--- config.mk ---
export PLATFORM = sky130hd
export DESIGN_NAME = one_wire_bus_master_unit_flat
export DESIGN_NICKNAME = d
export VERILOG_FILES = /design/src/rtl/owbm_pkg.sv /design/src/rtl/owbm_req_if.sv /design/src/rtl/owbm_rsp_if.sv /design/src/rtl/owbm_csr.sv /design/src/rtl/one_wire_bus_master_unit.sv /design/src/flat_wrapper.sv
export SDC_FILE = /design/constraint.sdc
export NUM_CORES = 1
export LEC_CHECK = 0
export ABC_CLOCK_PERIOD_IN_PS = 3500
export BUFFER_PORTS_ARGS = -buffer_cell sky130_fd_sc_hd__buf_2
export CAP_MARGIN = 10
export CORE_ASPECT_RATIO = 0.5
export CORE_MARGIN = 1
export CORE_UTILIZATION = 48
export CTS_CLUSTER_DIAMETER = 30
export CTS_CLUSTER_SIZE = 20
export DETAILED_ROUTE_END_ITERATION = 12
export PLACE_DENSITY = 0.74
export SLEW_MARGIN = 40
export SYNTH_ARGS = -nofsm -noshare
export SYNTH_HDL_FRONTEND = slang
export SYNTH_SLANG_ARGS = --single-unit
--- constraint.sdc ---
create_clock -name clock -period 3.5 [get_ports clock]
set_input_delay 0.7 -clock clock [delete_from_list [all_inputs] [get_ports clock]]
set_output_delay 0.7 -clock clock [all_outputs]
set_load 0.03 [all_outputs]
--- src/rtl/owbm_pkg.sv ---
// ----------------------------------------------------------------------------
// One-wire bus master package
// Command codes, phase codes, slot timing constants and shared types.
// ----------------------------------------------------------------------------
package owbm_pkg;

   localparam logic [1:0] KIND_TICK  = 2'd0;
   localparam logic [1:0] KIND_RESET = 2'd1;
   localparam logic [1:0] KIND_WRITE = 2'd2;
   localparam logic [1:0] KIND_READ  = 2'd3;

   localparam int PHASE_W = 4;
   localparam int MICRO_W = 10;
   localparam int PRESC_W = 8;
   localparam int BITIX_W = 4;

   localparam logic [PHASE_W-1:0] PH_IDLE     = 4'd0;
   localparam logic [PHASE_W-1:0] PH_RST_LOW  = 4'd1;
   localparam logic [PHASE_W-1:0] PH_RST_WAIT = 4'd2;
   localparam logic [PHASE_W-1:0] PH_RST_REC  = 4'd3;
   localparam logic [PHASE_W-1:0] PH_WR_LOW   = 4'd4;
   localparam logic [PHASE_W-1:0] PH_WR_HIGH  = 4'd5;
   localparam logic [PHASE_W-1:0] PH_RD_LOW   = 4'd6;
   localparam logic [PHASE_W-1:0] PH_RD_WAIT  = 4'd7;
   localparam logic [PHASE_W-1:0] PH_RD_REC   = 4'd8;

   localparam logic [MICRO_W-1:0] T_RST_LOW   = 10'd480;
   localparam logic [MICRO_W-1:0] T_RST_WAIT  = 10'd70;
   localparam logic [MICRO_W-1:0] T_RST_REC   = 10'd410;
   localparam logic [MICRO_W-1:0] T_WR1_LOW   = 10'd10;
   localparam logic [MICRO_W-1:0] T_WR1_HIGH  = 10'd55;
   localparam logic [MICRO_W-1:0] T_WR0_LOW   = 10'd65;
   localparam logic [MICRO_W-1:0] T_WR0_HIGH  = 10'd5;
   localparam logic [MICRO_W-1:0] T_RD_LOW    = 10'd3;
   localparam logic [MICRO_W-1:0] T_RD_WAIT   = 10'd10;
   localparam logic [MICRO_W-1:0] T_RD_REC    = 10'd53;
   localparam logic [MICRO_W-1:0] T_DEFAULT   = 10'd1;

   localparam logic [BITIX_W-1:0] BITS_PER_BYTE = 4'd8;

   localparam int CSR_ADDR_W = 3;
   localparam int CSR_DATA_W = 32;
   localparam logic REG_TICK_DIVIDER = 1'b0;
   localparam logic [7:0] TICK_DIVIDER_RESET = 8'd1;

   typedef struct packed {
      logic [7:0] tick_divider;
   } cfg_type;

   function automatic logic [MICRO_W-1:0] phase_length(input logic [PHASE_W-1:0] phase,
                                                       input logic one);
      logic [MICRO_W-1:0] len;
      unique case (phase)
         PH_RST_LOW:  len = T_RST_LOW;
         PH_RST_WAIT: len = T_RST_WAIT;
         PH_RST_REC:  len = T_RST_REC;
         PH_WR_LOW:   len = one ? T_WR1_LOW : T_WR0_LOW;
         PH_WR_HIGH:  len = one ? T_WR1_HIGH : T_WR0_HIGH;
         PH_RD_LOW:   len = T_RD_LOW;
         PH_RD_WAIT:  len = T_RD_WAIT;
         PH_RD_REC:   len = T_RD_REC;
         default:     len = T_DEFAULT;
      endcase
      return len;
   endfunction

endpackage

--- src/rtl/owbm_req_if.sv ---
// ----------------------------------------------------------------------------
// One-wire bus master command channel
// Valid/ready channel that carries one command or tick beat.
// ----------------------------------------------------------------------------
interface owbm_req_if;
   logic       valid;
   logic       ready;
   logic [1:0] kind;
   logic [7:0] data_byte;
   logic       bus_level;

   modport source (output valid, output kind, output data_byte, output bus_level,
                   input ready);
   modport sink (input valid, input kind, input data_byte, input bus_level,
                 output ready);
endinterface

--- src/rtl/owbm_rsp_if.sv ---
// ----------------------------------------------------------------------------
// One-wire bus master result channel
// Valid/ready channel that carries one status beat per command beat.
// ----------------------------------------------------------------------------
interface owbm_rsp_if;
   logic       valid;
   logic       ready;
   logic       bus_low;
   logic       busy_res;
   logic       done_res;
   logic       presence;
   logic [7:0] read_data;
   logic       rejected;

   modport source (output valid, output bus_low, output busy_res, output done_res,
                   output presence, output read_data, output rejected, input ready);
   modport sink (input valid, input bus_low, input busy_res, input done_res,
                 input presence, input read_data, input rejected, output ready);
endinterface

--- src/rtl/owbm_csr.sv ---
// ----------------------------------------------------------------------------
// One-wire bus master register block
// APB-style port holding the tick divider register.
// ----------------------------------------------------------------------------
module owbm_csr
   import owbm_pkg::*;
(
   input  logic                  clock,
   input  logic                  reset,
   input  logic                  csr_psel,
   input  logic                  csr_penable,
   input  logic                  csr_pwrite,
   input  logic [CSR_ADDR_W-1:0] csr_paddr,
   input  logic [CSR_DATA_W-1:0] csr_pwdata,
   output logic [CSR_DATA_W-1:0] csr_prdata,
   output logic                  csr_pready,
   output cfg_type               cfg
);

   logic [7:0] tick_divider_ff;
   logic [7:0] tick_divider_in;
   logic       wr_hit;

   assign csr_pready = 1'b1;
   assign wr_hit = csr_psel && csr_penable && csr_pwrite
                   && (csr_paddr[CSR_ADDR_W-1] == REG_TICK_DIVIDER);
   assign tick_divider_in = wr_hit ? csr_pwdata[7:0] : tick_divider_ff;

   always_ff @(posedge clock) begin
      if (reset) begin
         tick_divider_ff <= TICK_DIVIDER_RESET;
      end else begin
         tick_divider_ff <= tick_divider_in;
      end
   end

   always_comb begin
      if (csr_paddr[CSR_ADDR_W-1] == REG_TICK_DIVIDER) begin
         csr_prdata = {{(CSR_DATA_W-8){1'b0}}, tick_divider_ff};
      end else begin
         csr_prdata = '0;
      end
   end

   assign cfg.tick_divider = tick_divider_ff;

endmodule

--- src/rtl/one_wire_bus_master_unit.sv ---
// ----------------------------------------------------------------------------
// One-wire bus master, standard speed
// Runs reset/presence, write byte and read byte sequences on tick beats.
// ----------------------------------------------------------------------------
//   Channel   Direction  Handshake            Payload
//   req_chan  in         valid/ready          kind, data_byte, bus_level
//   rsp_chan  out        valid/ready          bus_low, busy_res, done_res,
//                                             presence, read_data, rejected
//   csr_*     in         APB write, pready=1  tick_divider at byte address 0
//
// Each command beat is handled at the accepting edge, where the sequencer
// state and the result register both update, so one beat per cycle is
// sustained while the result channel is ready, limited only by the single result register.
// A new beat is taken while the result register is empty or being drained.
// Reset is synchronous and clears the sequencer and the result valid flag.
// ----------------------------------------------------------------------------
module one_wire_bus_master_unit
   import owbm_pkg::*;
(
   input  logic                  clock,
   input  logic                  reset,
   owbm_req_if.sink              req_chan,
   owbm_rsp_if.source            rsp_chan,
   input  logic                  csr_psel,
   input  logic                  csr_penable,
   input  logic                  csr_pwrite,
   input  logic [CSR_ADDR_W-1:0] csr_paddr,
   input  logic [CSR_DATA_W-1:0] csr_pwdata,
   output logic [CSR_DATA_W-1:0] csr_prdata,
   output logic                  csr_pready
);

   cfg_type cfg;

   logic [PHASE_W-1:0] phase_ff, phase_in;
   logic [MICRO_W-1:0] micro_ff, micro_in;
   logic [PRESC_W-1:0] presc_ff, presc_in;
   logic [7:0]         shift_ff, shift_in;
   logic [BITIX_W-1:0] bitix_ff, bitix_in;
   logic               presence_ff, presence_in;
   logic [7:0]         last_read_ff, last_read_in;

   logic               rsp_valid_ff;
   logic               bus_low_ff, bus_low_in;
   logic               busy_ff, busy_in;
   logic               done_ff, done_in;
   logic               rejected_ff, rejected_in;

   logic               accept;
   logic [PRESC_W-1:0] divider;
   logic [PRESC_W-1:0] presc_inc;
   logic [MICRO_W-1:0] micro_inc;
   logic [BITIX_W-1:0] bitix_inc;

   owbm_csr u_csr (
      .clock       (clock),
      .reset       (reset),
      .csr_psel    (csr_psel),
      .csr_penable (csr_penable),
      .csr_pwrite  (csr_pwrite),
      .csr_paddr   (csr_paddr),
      .csr_pwdata  (csr_pwdata),
      .csr_prdata  (csr_prdata),
      .csr_pready  (csr_pready),
      .cfg         (cfg)
   );

   assign req_chan.ready = !rsp_valid_ff || rsp_chan.ready;
   assign accept = req_chan.valid && req_chan.ready;

   assign divider   = (cfg.tick_divider == '0) ? PRESC_W'(1) : cfg.tick_divider;
   assign presc_inc = presc_ff + PRESC_W'(1);
   assign micro_inc = micro_ff + MICRO_W'(1);
   assign bitix_inc = bitix_ff + BITIX_W'(1);

   always_comb begin
      phase_in     = phase_ff;
      micro_in     = micro_ff;
      presc_in     = presc_ff;
      shift_in     = shift_ff;
      bitix_in     = bitix_ff;
      presence_in  = presence_ff;
      last_read_in = last_read_ff;
      done_in      = 1'b0;
      rejected_in  = 1'b0;
      if (req_chan.kind != KIND_TICK) begin
         if (phase_ff != PH_IDLE) begin
            rejected_in = 1'b1;
         end else begin
            micro_in = '0;
            presc_in = '0;
            bitix_in = '0;
            unique case (req_chan.kind)
               KIND_RESET: begin
                  phase_in = PH_RST_LOW;
               end
               KIND_WRITE: begin
                  shift_in = req_chan.data_byte;
                  phase_in = PH_WR_LOW;
               end
               default: begin
                  shift_in = '0;
                  phase_in = PH_RD_LOW;
               end
            endcase
         end
      end else if (phase_ff != PH_IDLE) begin
         presc_in = presc_inc;
         if (presc_inc >= divider) begin
            presc_in = '0;
            micro_in = micro_inc;
            if (micro_inc >= phase_length(phase_ff, shift_ff[0])) begin
               micro_in = '0;
               unique case (phase_ff)
                  PH_RST_LOW: begin
                     phase_in = PH_RST_WAIT;
                  end
                  PH_RST_WAIT: begin
                     presence_in = !req_chan.bus_level;
                     phase_in    = PH_RST_REC;
                  end
                  PH_RST_REC: begin
                     phase_in = PH_IDLE;
                     done_in  = 1'b1;
                  end
                  PH_WR_LOW: begin
                     phase_in = PH_WR_HIGH;
                  end
                  PH_WR_HIGH: begin
                     shift_in = {1'b0, shift_ff[7:1]};
                     bitix_in = bitix_inc;
                     if (bitix_inc >= BITS_PER_BYTE) begin
                        phase_in = PH_IDLE;
                        done_in  = 1'b1;
                     end else begin
                        phase_in = PH_WR_LOW;
                     end
                  end
                  PH_RD_LOW: begin
                     phase_in = PH_RD_WAIT;
                  end
                  PH_RD_WAIT: begin
                     shift_in = {req_chan.bus_level, shift_ff[7:1]};
                     phase_in = PH_RD_REC;
                  end
                  PH_RD_REC: begin
                     bitix_in = bitix_inc;
                     if (bitix_inc >= BITS_PER_BYTE) begin
                        last_read_in = shift_ff;
                        phase_in     = PH_IDLE;
                        done_in      = 1'b1;
                     end else begin
                        phase_in = PH_RD_LOW;
                     end
                  end
                  default: begin
                     phase_in = PH_IDLE;
                  end
               endcase
            end
         end
      end
      bus_low_in = (phase_in == PH_RST_LOW) || (phase_in == PH_WR_LOW)
                   || (phase_in == PH_RD_LOW);
      busy_in    = (phase_in != PH_IDLE);
   end

   always_ff @(posedge clock) begin
      if (reset) begin
         phase_ff     <= PH_IDLE;
         micro_ff     <= '0;
         presc_ff     <= '0;
         shift_ff     <= '0;
         bitix_ff     <= '0;
         presence_ff  <= 1'b0;
         last_read_ff <= '0;
         rsp_valid_ff <= 1'b0;
      end else begin
         if (accept) begin
            phase_ff     <= phase_in;
            micro_ff     <= micro_in;
            presc_ff     <= presc_in;
            shift_ff     <= shift_in;
            bitix_ff     <= bitix_in;
            presence_ff  <= presence_in;
            last_read_ff <= last_read_in;
            rsp_valid_ff <= 1'b1;
         end else if (rsp_chan.ready) begin
            rsp_valid_ff <= 1'b0;
         end
      end
   end

   always_ff @(posedge clock) begin
      if (accept) begin
         bus_low_ff  <= bus_low_in;
         busy_ff     <= busy_in;
         done_ff     <= done_in;
         rejected_ff <= rejected_in;
      end
   end

   assign rsp_chan.valid     = rsp_valid_ff;
   assign rsp_chan.bus_low   = bus_low_ff;
   assign rsp_chan.busy_res  = busy_ff;
   assign rsp_chan.done_res  = done_ff;
   assign rsp_chan.presence  = presence_ff;
   assign rsp_chan.read_data = last_read_ff;
   assign rsp_chan.rejected  = rejected_ff;

   ast_low_busy : assert property (@(posedge clock) disable iff (reset)
      rsp_valid_ff && bus_low_ff |-> busy_ff)
      else $error("bus driven low while not busy");

   ast_done_idle : assert property (@(posedge clock) disable iff (reset)
      rsp_valid_ff && done_ff |-> !busy_ff && !rejected_ff)
      else $error("finished operation still busy or rejected");

   ast_reject_busy : assert property (@(posedge clock) disable iff (reset)
      rsp_valid_ff && rejected_ff |-> busy_ff)
      else $error("command rejected while idle");

   ast_idle_clear : assert property (@(posedge clock) disable iff (reset)
      phase_ff == PH_IDLE |-> micro_ff == '0 && presc_ff == '0)
      else $error("idle sequencer holds stale timing counts");

   ast_hold_stall : assert property (@(posedge clock) disable iff (reset)
      !accept |=> $stable(phase_ff) && $stable(micro_ff))
      else $error("sequencer moved without an accepted beat");

endmodule
--- src/flat_wrapper.sv ---
// flat-port wrapper written by rule: the top's interface ports become plain ports
module one_wire_bus_master_unit_flat import owbm_pkg::*;
  (clock, reset, csr_psel, csr_penable, csr_pwrite, csr_paddr, csr_pwdata, csr_prdata, csr_pready, req_chan_valid, req_chan_kind, req_chan_data_byte, req_chan_bus_level, req_chan_ready, rsp_chan_valid, rsp_chan_bus_low, rsp_chan_busy_res, rsp_chan_done_res, rsp_chan_presence, rsp_chan_read_data, rsp_chan_rejected, rsp_chan_ready);
  owbm_req_if req_chan_i ();
  owbm_rsp_if rsp_chan_i ();
  input  logic clock;
  input  logic reset;
  input  logic csr_psel;
  input  logic csr_penable;
  input  logic csr_pwrite;
  input  logic [CSR_ADDR_W-1:0] csr_paddr;
  input  logic [CSR_DATA_W-1:0] csr_pwdata;
  output logic [CSR_DATA_W-1:0] csr_prdata;
  output logic csr_pready;
  input wire logic [$bits(req_chan_i.valid)-1:0] req_chan_valid;
  input wire logic [$bits(req_chan_i.kind)-1:0] req_chan_kind;
  input wire logic [$bits(req_chan_i.data_byte)-1:0] req_chan_data_byte;
  input wire logic [$bits(req_chan_i.bus_level)-1:0] req_chan_bus_level;
  output wire logic [$bits(req_chan_i.ready)-1:0] req_chan_ready;
  output wire logic [$bits(rsp_chan_i.valid)-1:0] rsp_chan_valid;
  output wire logic [$bits(rsp_chan_i.bus_low)-1:0] rsp_chan_bus_low;
  output wire logic [$bits(rsp_chan_i.busy_res)-1:0] rsp_chan_busy_res;
  output wire logic [$bits(rsp_chan_i.done_res)-1:0] rsp_chan_done_res;
  output wire logic [$bits(rsp_chan_i.presence)-1:0] rsp_chan_presence;
  output wire logic [$bits(rsp_chan_i.read_data)-1:0] rsp_chan_read_data;
  output wire logic [$bits(rsp_chan_i.rejected)-1:0] rsp_chan_rejected;
  input wire logic [$bits(rsp_chan_i.ready)-1:0] rsp_chan_ready;
  assign req_chan_i.valid = req_chan_valid;
  assign req_chan_i.kind = req_chan_kind;
  assign req_chan_i.data_byte = req_chan_data_byte;
  assign req_chan_i.bus_level = req_chan_bus_level;
  assign req_chan_ready = req_chan_i.ready;
  assign rsp_chan_valid = rsp_chan_i.valid;
  assign rsp_chan_bus_low = rsp_chan_i.bus_low;
  assign rsp_chan_busy_res = rsp_chan_i.busy_res;
  assign rsp_chan_done_res = rsp_chan_i.done_res;
  assign rsp_chan_presence = rsp_chan_i.presence;
  assign rsp_chan_read_data = rsp_chan_i.read_data;
  assign rsp_chan_rejected = rsp_chan_i.rejected;
  assign rsp_chan_i.ready = rsp_chan_ready;
  one_wire_bus_master_unit u_core (.clock(clock), .reset(reset), .req_chan(req_chan_i), .rsp_chan(rsp_chan_i), .csr_psel(csr_psel), .csr_penable(csr_penable), .csr_pwrite(csr_pwrite), .csr_paddr(csr_paddr), .csr_pwdata(csr_pwdata), .csr_prdata(csr_prdata), .csr_pready(csr_pready));
endmodule
# --- Word-level counts from Yosys, hierarchy flattened ---
# Cells that the tools add are included.
word_totals:
  regBits: 56
  in_bits: 53
  output_inout_bits: 48
  word_cells: 110
classes:
  add_sub_neg: 3
  order_cmp: 3
  n_eq_ne: 15
  mux: 44
  bitwise: 5
  reduce_logical: 27
ops:
  columns: ["op", "n"]
  rows:
  - ["two-way mux 8 bit", 11]
  - ["two-way mux 10 bit", 8]
  - ["case mux 10 bit (8 select lines)", 1]
  - ["two-way mux 4 bit", 11]
  - ["case mux 8 bit (2 select lines)", 2]
  - ["case mux 4 bit (7 select lines)", 1]
  - ["equality test 4 x 3 -> 1 bit (second input constant)", 6]
  - ["AND reduction 7 bit", 2]
  - ["AND reduction 6 bit", 2]
  - ["nonzero test 2 bit", 6]
  - ["adder 10 x 1 -> 10 bit (second input constant)", 1]
  - [">= comparator 10 bit", 1]
  - ["adder 8 x 1 -> 8 bit (second input constant)", 1]
  - ["equality test 4 x 1 -> 1 bit (second input constant)", 2]
  - ["equality test 4 x 2 -> 1 bit (second input constant)", 2]
  - [">= comparator 8 bit", 1]
  - ["logical NOT 8 bit", 1]
  - ["nonzero test 4 bit", 2]
  - ["two-way mux 7 bit", 1]
  - ["two-way mux 3 bit", 2]
  - ["two-way mux 6 bit", 1]
  - ["case mux 3 bit (2 select lines)", 1]
  - ["NOT 1 bit", 5]
  - ["adder 4 x 1 -> 4 bit (second input constant)", 1]
  - ["16 further kinds", 25]

# --- Depth between registers and ports, before layout ---
depth:
  ltp_word: 14
  depth_mapped: 15
  mapped_depth_nobuf: 12

# --- By module ---
# Synthesis repeated with hierarchy kept, for this count alone.
unflattened:
  hier_cells: 443
  area_unflattened_um2: 3714.8
by_module_without_submodules:
  columns: ["module", "n_inst", "cells_per_inst", "area_per_inst_um2"]
  rows:
  - ["one_wire_bus_master_unit", 1, 373, 3089.2]
  - ["owbm_csr", 1, 70, 625.6]

# --- Least setup slack after synthesis ---
# OpenSTA, ideal clock, no wires.
synth_path:
  path_kind: "reg-to-reg"
  from: "reg u_core.phase_ff[1]"
  to: "reg u_core.busy_ff (netlist: u_core.rsp_chan.busy_res), data pin"
  setup_ns: 0.266
  t_arrival_ns: 3.177
  required_ns: 3.234
  slack_ns: 0.057
  stages_incl_launch_ff: 15
  n_path_buf: 3
  path_cell_list: "dfxtp_1 -> clkbuf_1 -> buf_1 -> nand2b_1 -> nand2_1 -> a31o_2 -> ha_1 -> nor2_1 -> a21oi_1 -> nor4_1 -> o211a_1 -> buf_6 -> or4_4 -> a22oi_2 -> or3b_1"
synth_via:
  elab_chain_len: 11
  word_cells_on_any_way: 21
synth_rtl:
  columns: ["element", "line_no", "source"]
  rows:
  - ["from (decl)", "one_wire_bus_master_unit.sv:35", "logic [PHASE_W-1:0] phase_ff, phase_in;"]
  - ["from (signal assigned)", "one_wire_bus_master_unit.sv:180", "phase_ff <= phase_in;"]
  - ["equality test 4 bit, or another cell as far along", "owbm_pkg.sv:53, one_wire_bus_master_unit.sv:114", null]
  - ["case mux 10 bit (8 select lines)", "owbm_pkg.sv:53", "unique case (phase)"]
  - ["two-way mux 10 bit", "one_wire_bus_master_unit.sv:109", "if (presc_inc >= divider) begin"]
  - ["two-way mux 10 bit", "one_wire_bus_master_unit.sv:107", "end else if (phase_ff != PH_IDLE) begin"]
  - ["two-way mux 10 bit", "one_wire_bus_master_unit.sv:86", "if (req_chan.kind != KIND_TICK) begin"]
  - [">= comparator 10 bit", "one_wire_bus_master_unit.sv:112", "if (micro_inc >= phase_length(phase_ff, shift_ff[0])) begin"]
  - ["two-way mux 4 bit", "one_wire_bus_master_unit.sv:112", null]
  - ["two-way mux 4 bit", "one_wire_bus_master_unit.sv:109", null]
  - ["two-way mux 4 bit", "one_wire_bus_master_unit.sv:107", null]
  - ["two-way mux 4 bit (*)", "one_wire_bus_master_unit.sv:86", null]
  - ["nonzero test 4 bit (*)", "one_wire_bus_master_unit.sv:165", "busy_in = (phase_in != PH_IDLE);"]
  - ["named net u_core.busy_in", "one_wire_bus_master_unit.sv:45", "logic busy_ff, busy_in;"]
  - ["to (signal assigned)", "one_wire_bus_master_unit.sv:197", "busy_ff <= busy_in;"]
  - ["to (decl)", "one_wire_bus_master_unit.sv:45", null]
# The timed path passes the listed nets; every way through them passes the cells marked *. The select of a mux whose other input is x is not followed.
# A chain may end at the register's enable or synchronous reset.

# --- Worst setup path after layout ---
layout_path:
  from: "reg u_core.micro_ff[1]"
  to: "reg u_core.busy_ff (netlist: u_core.rsp_chan.busy_res), data pin"
layout_via:
  elab_chain_len: 7
layout_rtl:
  columns: ["element", "line_no", "source"]
  rows:
  - ["from (decl)", "one_wire_bus_master_unit.sv:36", "logic [MICRO_W-1:0] micro_ff, micro_in;"]
  - ["from (signal assigned)", "one_wire_bus_master_unit.sv:181", "micro_ff <= micro_in;"]
  - ["adder 10 x 1 -> 10 bit", "one_wire_bus_master_unit.sv:73", "assign micro_inc = micro_ff + MICRO_W'(1);"]
  - [">= comparator 10 bit", "one_wire_bus_master_unit.sv:112", null]
  - ["two-way mux 4 bit", "one_wire_bus_master_unit.sv:112", null]
  - ["two-way mux 4 bit", "one_wire_bus_master_unit.sv:109", null]
  - ["two-way mux 4 bit", "one_wire_bus_master_unit.sv:107", null]
  - ["two-way mux 4 bit", "one_wire_bus_master_unit.sv:86", null]
  - ["nonzero test 4 bit", "one_wire_bus_master_unit.sv:165", null]
  - ["named net u_core.busy_in", "one_wire_bus_master_unit.sv:45", null]
# The timed path passes the listed nets, and every way through them passes these cells.

==> impl_results.md <==
* Status: completed
* Post-synth cell types at 66
* Critical Path AT at 3370 ps
* Worst IR drop on VDD at a little over 0.3 mV
* Hold Fails Final Rpt at 0
* Placed insts at roughly 630
* Number of synthesized flops with an enable pin at 4
* Fin crit period at about 3300 ps
* Initial antenna violation count at 0
* Final Instance Count excl. Fillers at ~640
* ANT cells at 0
* Synthesized flop and latch total at between 50 and 60
* FF-to-FF path depth at 11
* Min-delay worst type: reg2reg
* Setup Viol. Count Final at 0
* DR iter-0 viols at 273
* Clock tree from TritonCTS: yes
* CP Launch Point: u_core.micro_ff[1]
* Most common cell in the netlist: dfxtp_1
* Clk root buf: clkbuf_16
* I/O pin count at 101
* Die width at ~130 um
* Total of max-cap violations at 0
* WHS Path Cells at 2
* Finished Cell Area at between 0.004 and 0.005 mm2
* Port bufs at 49
* Worst hold start: u_core.u_csr.cfg[6]
* Worst setup EP type: flip-flop
* CTS H-tree depth at 2
* Synth top area cells: dfxtp_1, ha_1, a21oi_1, buf_4, nand2_1
* Worst hold slack at around 460 ps
* Max Freq at around 0.3 GHz
* Slew headroom at 55.65%
* YS warnings at 0
* Setup Skew at 6.887 ps
* Post-layout net count at 610
* Routed len/inst at ~14 um
* Overall Global Routing Usage at between 20% and 30%
* Max Slew Vio Count at 0
* Crit path kind: reg2reg
* Initial core utilization at between 50% and 60%
* Synth area leader: dfxtp_1
* WP data required at about 3600 ps
* Leak at 0.001888 uW
* RSZ-0062 raised after global routing: false
* Cell row count at 22
* Synth Flop Type: dfxtp_1
* Crit share post-route at 95.02%
* Area after DPL at between 0.004 and 0.005 mm2
* CTS Hold Bufs at 0
* Seq/Total Area, Yosys at slightly above 30%
* Post-synth top cells: dfxtp_1, a21oi_1, nand2_1, nor2_1
* Syn_area_per_cell at between 7 and 8 um2
* CP max stage delay at between 500 and 600 ps
* Syn Inst Count at approximately 480
* Global placer's final weighted congestion at about 0.94
* Final setup TNS at 0 ps
* P per Cell Area at 615.3 mW/mm2
* Final wirelength at 8.763 mm
* Mapped cell area at ~0.0038 mm2
* Antenna viol nets, final at 0
* Drt pass-1 iters at 5
* Vias per inst at 5.448
* Crit path max-delay cell type: or4_4
* DP HPWL at 6.550 mm
* CP Cell Sequence: ha_1, and3_1, and3_1, nand3_1, xnor2_1, ha_1, o2111ai_1, o211a_1, or4_4, a22oi_2, or3b_1
* Clock transition at the registers of the reported paths at about 80 ps
* Max FO, Critical Path at 4
* Vias at approximately 3.5k
* Inserted Clock Buffers at 5
* Die H at about 65 um
* # clock sinks at 56
* Core Footprint at about 0.0075 mm2
* CP Launch Type: flip-flop
* Async S/R FF share, synth at 0%
* Wire length of the first global-routing pass at approximately 15 mm
* Die area at about 0.0083 mm2
* Largest net degree at the start of global routing at 56
* Top cell type's share of synthesized area at 27.34%
* Worst r2r src: u_core.micro_ff[1]
* Vias in the first global route at about 3.2k
* DR DRC count at 0
* Share of layout cells above drive strength 1 at 18.39%
* Clk_lat worst skew at about 300 ps
* Total grt overflow at 0
* Longest Clk Path Bufs at 2
* Worst slew pin tran at between 600 and 700 ps
* Layout area overhead at 13.84%
[placed cells by master, fill, tap and decap left out, drive strengths merged, types with 11 or more instances in the layout]
cell type,synthesis,final
conb,2,25
ha,25,25
nand2,40,40
dfxtp,52,52
a21oi,42,42
buf,30,73
nor3,19,19
nand3,18,18
inv,23,24
a21o,11,11
and3,11,11
o21ai,25,25
nor2,38,38
[metrics by stage]
step | utilization, % | power (uW) | setup WS, ps
floorplan | - | 1751 | 57.27
global placement | 55.56 | 2106 | 194.3
detailed placement | 55.65 | 2126 | 164.4
CTS | 57.62 | 2644 | 139.4
global route | 57.89 | 2852 | 20.05
finish | 57.89 | 2667 | 174.4
[what timing repair did]
action                                 4_1_cts  5_1_grt
setup endpoints to repair                    0        6
resized for setup                            0        5
endpoints found under the hold margin        0        0
setup buffers                                0        1
[sequential cells by signal, indices dropped and copies added, names as in the netlist]
name / cells
u_core.bitix_ff: 4
u_core.micro_ff: 10
u_core.phase_ff: 4
u_core.presc_ff: 8
u_core.rsp_chan.bus_low: 1
u_core.rsp_chan.busy_res: 1
u_core.rsp_chan.done_res: 1
u_core.rsp_chan.presence: 1
u_core.rsp_chan.read_data: 8
u_core.rsp_chan.rejected: 1
u_core.rsp_chan.valid: 1
u_core.shift_ff: 8
u_core.u_csr.cfg: 8
[area by class of cell]
cell class,count,area (um2)
inverters,23,86.33
fillers,703,3153
flip-flops and latches,56,1164
repair buffers,73,427.9
well taps,108,135.1
multi-input cells,373,2374
clock inverters,3,22.52
clock buffers,5,125.1
[worst max-delay path: cells and delay by family, from the launching register on]
kind                       cells  cell delay (ps)
and+or+nand+nor                5             1370
adders and majority gates      2              570
AOI/OAI and AO/OA              3              560
DFF                            1              410
xor gates and xnor gates       1              170
[where the power goes]
group / switching (uW) / leakage [uW] / internal (uW)
clock network: 245 / 0.0000742 / 269
logic: 827 / 0.00135 / 541
registers: 62.4 / 0.000461 / 723
total: 1130 / 0.00189 / 1530
[layer usage]
metal	share of wire [%]	track usage, %	vias to the layer above	routed length [um]
li1	-	-	1773	-
met1	50	30.72	1579	4340
met2	42	35.39	129	3721
met4	0.99	6.029	0	87
met3	7.0	5.037	11	613
met5	0	0	-	0
[kinds of logic after synthesis]
group / share of synthesized area (%)
muxes: 2.958
adders and majority gates: 8.216
and+or+nand+nor: 22.91
buffers and inverters: 9.793
AOI/OAI and AO/OA: 20.84
xor gates and xnor gates: 4.601
DFF: 30.50
other: 0.1972
[final timing paths]
path                                                 end  slack, ps
worst max-delay path            u_core.rsp_chan.busy_res        170
worst min-delay path                 u_core.u_csr.cfg[6]        460
worst max register to register  u_core.rsp_chan.busy_res        170
worst min register to register       u_core.u_csr.cfg[6]        460
Note: power is estimated with default switching activity, not from simulation.
